## config.mk

```make
export PLATFORM = sky130hd
export DESIGN_NAME = nbs_div_pipe
export DESIGN_NICKNAME = d
export VERILOG_FILES = /design/src/rtl/nbs_div_pipe.sv
export SDC_FILE = /design/constraint.sdc
export NUM_CORES = 2
export LEC_CHECK = 0
export BUFFER_PORTS_ARGS = -buffer_cell sky130_fd_sc_hd__buf_2
export CAP_MARGIN = 0
export CORE_MARGIN = 1.5
export CORE_UTILIZATION = 25
export DETAILED_ROUTE_END_ITERATION = 8
export GPL_ROUTABILITY_DRIVEN = 0
export SLEW_MARGIN = 30
export SYNTH_ARGS = -nofsm -noshare
export SYNTH_HDL_FRONTEND = slang
export SYNTH_SLANG_ARGS = --single-unit
```

## constraint.sdc

```tcl
create_clock -name clk -period 4.35 [get_ports clk]
set_input_delay 0.87 -clock clk [delete_from_list [all_inputs] [get_ports clk]]
set_output_delay 0.87 -clock clk [all_outputs]
set_load 0.02 [all_outputs]
```

## src/rtl/nbs_div_pipe.sv

```systemverilog
// pipelined restoring divider, one quotient bit per stage, side data carried along
module nbs_div_pipe #(
  parameter int NUM_W  = 32,
  parameter int DEN_W  = 22,
  parameter int Q_W    = 26,
  parameter int SIDE_W = 8
) (
  input  logic              clk,
  input  logic              rst_n,
  input  logic              in_vld,
  input  logic [NUM_W-1:0]  in_num,
  input  logic [DEN_W-1:0]  in_den,
  input  logic [SIDE_W-1:0] in_side,
  output logic              out_vld,
  output logic [Q_W-1:0]    out_quot,
  output logic [SIDE_W-1:0] out_side
);

  logic [Q_W-1:0]    vld_r;
  logic [DEN_W-1:0]  rem_r  [Q_W];
  logic [Q_W-1:0]    lq_r   [Q_W];
  logic [DEN_W-1:0]  den_r  [Q_W];
  logic [SIDE_W-1:0] side_r [Q_W];

  logic [DEN_W-1:0]  rem_in  [Q_W];
  logic [Q_W-1:0]    lq_in   [Q_W];
  logic [DEN_W-1:0]  den_in  [Q_W];
  logic [SIDE_W-1:0] side_in [Q_W];
  logic [DEN_W:0]    trial   [Q_W];
  logic [Q_W-1:0]    ge;
  logic [DEN_W-1:0]  rem_nxt [Q_W];
  logic [Q_W-1:0]    lq_nxt  [Q_W];

  always_comb begin
    rem_in[0]  = DEN_W'(in_num[NUM_W-1:Q_W]);
    lq_in[0]   = in_num[Q_W-1:0];
    den_in[0]  = in_den;
    side_in[0] = in_side;
    for (int s = 1; s < Q_W; s++) begin
      rem_in[s]  = rem_r[s-1];
      lq_in[s]   = lq_r[s-1];
      den_in[s]  = den_r[s-1];
      side_in[s] = side_r[s-1];
    end
    for (int s = 0; s < Q_W; s++) begin
      trial[s]   = {rem_in[s], lq_in[s][Q_W-1]};
      ge[s]      = trial[s] >= {1'b0, den_in[s]};
      rem_nxt[s] = ge[s] ? DEN_W'(trial[s] - {1'b0, den_in[s]}) : DEN_W'(trial[s]);
      lq_nxt[s]  = {lq_in[s][Q_W-2:0], ge[s]};
    end
  end

  always_ff @(posedge clk) begin
    if (!rst_n) begin
      vld_r <= '0;
    end else begin
      vld_r <= {vld_r[Q_W-2:0], in_vld};
    end
  end

  always_ff @(posedge clk) begin
    for (int s = 0; s < Q_W; s++) begin
      rem_r[s]  <= rem_nxt[s];
      lq_r[s]   <= lq_nxt[s];
      den_r[s]  <= den_in[s];
      side_r[s] <= side_in[s];
    end
  end

  assign out_vld  = vld_r[Q_W-1];
  assign out_quot = lq_r[Q_W-1];
  assign out_side = side_r[Q_W-1];

endmodule

```

==> flow_summary.json <==
{
  "status": "completed",
  "p_leak_nw": 39.4,
  "finalHoldViolations": 0,
  "start_util_pct": 25.2,
  "slew_violations": 0,
  "num_vias": 47700,
  "ys_warn_count": 0,
  "fin_nets": 7779,
  "max_stage_delay_ps": 480,
  "hold_class": "primary input to register",
  "vias_per_cell": 4.24,
  "final_antenna_net_count": 0,
  "clock_latency_ps": 870,
  "antenna_found_initial": 2,
  "period_share_pct": 83.9,
  "worst-path-max-fanout": 14,
  "fin_util_pct": 29.7,
  "clk_pin_slew_ps": 60,
  "grt_first_pass_wirelength_um": 238000,
  "path_cells": "inv_1 > ha_1 > nor2b_1 > o21ai_0 > a21oi_1 > o21ai_0 > a21oi_1 > a2111oi_2 > a21oi_1 > o32ai_4 > buf_6 > mux2_2",
  "n_fill_cell": 29800,
  "clock-sinks": 2010,
  "first_global_vias": 49400,
  "first_pass_iters": 5,
  "core_um2": 295000,
  "seqCellArea_um2": 40200,
  "setup_tns_ps": 0,
  "grt_overflow": 0,
  "crit_arrival_ps": 4380,
  "fin_crit_ps": 3650,
  "cts_hold_buffers": 0,
  "synth_edf_count": 0,
  "ys_ff_latch": 2010,
  "dpl_cell_area_um2": 79400,
  "power_switching_mw": 20.5,
  "synth_most_common_cell": "dfxtp_1",
  "pwr-share-clk_pct": 30.2,
  "numCtsBuffers": 225,
  "power_density_nw_per_um2": 746,
  "synth_top_area_share_pct": 54.2,
  "required_ps": 5080,
  "grt_max_degree": 39,
  "cp_slowest_cell": "a2111oi_2",
  "power.share.switching_pct": 31.5,
  "cp-start-kind": "register",
  "fmaxAchievable_ghz": 0.274,
  "dieArea_um2": 300000,
  "critical_path.endpoint_type": "register",
  "synth_fp_nets": 7527,
  "die_y_um": 548,
  "instances_no_fill": 11200,
  "cts_root_buf": "clkbuf_16",
  "port_buffers": 99,
  "pin_count": 100,
  "routed_wl_um": 144000,
  "clockBufferDepth": 4,
  "seqPwrFrac_pct": 36.3,
  "drive_gt1_share_pct": 12.6,
  "synth_area_um2": 74200,
  "combinationalPowerShare_pct": 33.5,
  "cp_top_family": "compound AO/OA/AOI/OAI gates",
  "wl_per_cell_um": 12.9,
  "cts_resized": 0,
  "syn_inst": 6880,
  "seq_area_frac_synth_pct": 54.2,
  "cts_setup_buffers": 0,
  "synth.distinct_cells": 84,
  "drt_iter0_markers": 2235,
  "place_inst": 10800,
  "cap_violations": 0,
  "relSlewSlack_pct": 39.6,
  "tightest_slew_ps": 897,
  "ctsHtreeMaxLevel": 4,
  "synth-async-reset-ratio_pct": 0,
  "die_w_um": 548,
  "yosys-top-cells-count": "dfxtp_1 (2010), inv_1 (715), ha_1 (557)",
  "placementRows": 199,
  "areaGrowthSynthToFinish_pct": 17.7,
  "synthTopCellsByArea": "dfxtp_1 (54%), ha_1 (9.4%), mux2_2 (4.8%)",
  "avgSynthCellArea_um2": 10.8,
  "fin_area_um2": 87400,
  "synth_top_flop_cell": "dfxtp_1",
  "p_int_mw": 44.6,
  "synth_largest_area_cell": "dfxtp_1",
  "worstSetupPathType": "register to register",
  "rsz0062_at_grt": "no",
  "cp_num_buf_inv": 2,
  "hpwlAfterDp_um": 107000,
  "grt_use_total_pct": 9.36,
  "multi_input_area_um2": 30900,
  "vdd_drop_max_v": 0.000359,
  "setup_viol": 0,
  "crit_path_frequent_cell": "a21oi_1",
  "drc": 0,
  "cts_tree": "done",
  "clock_skew_ps": 55.8
}
## state kept, by name, indices dropped and copies added, names as in the netlist
name,flops
den_r,550
rem_r,550
vld_r,26
lq_r,676
side_r,208
## power by group through the flow
stage	registers (mW)	clock network [mW]	logic [mW]
6_report	23.7	19.7	21.8
5_1_grt	24.0	21.3	24.1
4_1_cts	23.7	20.6	21.8
3_5_place_dp	24.1	0	21.6
3_3_place_gp	24.0	0	20.9
2_1_floorplan	23.5	0	17.4
## path summary, 6_finish.rpt
kind	start	end	slack (ps)	depth (start not counted)
worst min-delay path	in_num[13]	lq_r[0][14]	100	1
worst max register to register	den_r[1][23]	rem_r[1][54]	700	12
worst min register to register	side_r[1][26]	side_r[1][34]	270	0
worst max-delay path	den_r[1][23]	rem_r[1][54]	700	12
## cell type report
| cell class | instances | area share, % |
|---|---|---|
| clock inverters | 83 | 1.42 |
| clock buffers | 326 | 7.64 |
| multi-input cells | 4048 | 35.3 |
| flip-flops and latches | 2010 | 46.1 |
| inverters | 715 | 3.07 |
| diodes | 1 | 0.00286 |
| well taps | 3919 | 5.61 |
| repair buffers | 132 | 0.855 |
## per-stage QoR
| step | hold slack (ps) | setup slack (ps) | total power [mW] |
|---|---|---|---|
| after CTS | 3.63 | 619 | 66.0 |
| final | 96.7 | 700 | 65.2 |
| after detailed placement | 312 | 661 | 45.6 |
| after global placement | 310 | 487 | 44.9 |
| after floorplan | 310 | 1280 | 41.0 |
| after global routing | 27.3 | 442 | 69.5 |
## routing by layer
metal | routed length (um) | GRT usage [%] | up-vias | part of all wire [%]
li1 | - | - | 24100 | -
met4 | 7790 | 5.48 | 2 | 5.4
met2 | 73200 | 17.6 | 998 | 51
met1 | 57200 | 9.56 | 22100 | 40
met5 | 13 | 0 | - | 0.0090
met3 | 6190 | 1.87 | 452 | 4.3
## cells in the final DEF (no fill, tap or decap), types with 21 or more instances in the layout
cell	instances
buf_4	32
a21o_1	264
xor2_1	149
and3_1	38
inv_1	715
and2_1	50
mux2_4	36
a31oi_1	47
or3_1	21
bufinv_16	26
o21bai_1	68
ha_1	557
clkinv_2	33
clkbuf_16	227
buf_2	99
a211oi_1	31
clkbuf_8	62
o21ai_0	266
clkbuf_1	37
a21oi_1	463
o31ai_1	27
nand2b_1	50
mux2_2	318
nand2_1	312
nand4_1	88
nor2_1	341
o21a_1	70
or2_2	21
dfxtp_1	2010
nand3_1	84
xnor2_1	288
a211o_1	24
nor2b_1	67
o211ai_1	24
nor3_1	56
fa_1	25
## logic make-up (layout without fill, tap and decap cells)
group / count (synthesis) / count (layout) / share of synthesized area (%)
XOR/XNOR: 437 / 437 / 5.15
AO/OA/AOI/OAI: 1466 / 1466 / 12.7
AND/OR/NAND/NOR: 1192 / 1192 / 7.75
buffers and inverters: 822 / 1256 / 4.33
other: 0 / 1 / 0
adder cells (fa/ha/maj): 582 / 582 / 10.1
flip-flops: 2010 / 2010 / 54.2
multiplexers: 371 / 371 / 5.78
Note: power is estimated with default switching activity, not from simulation.
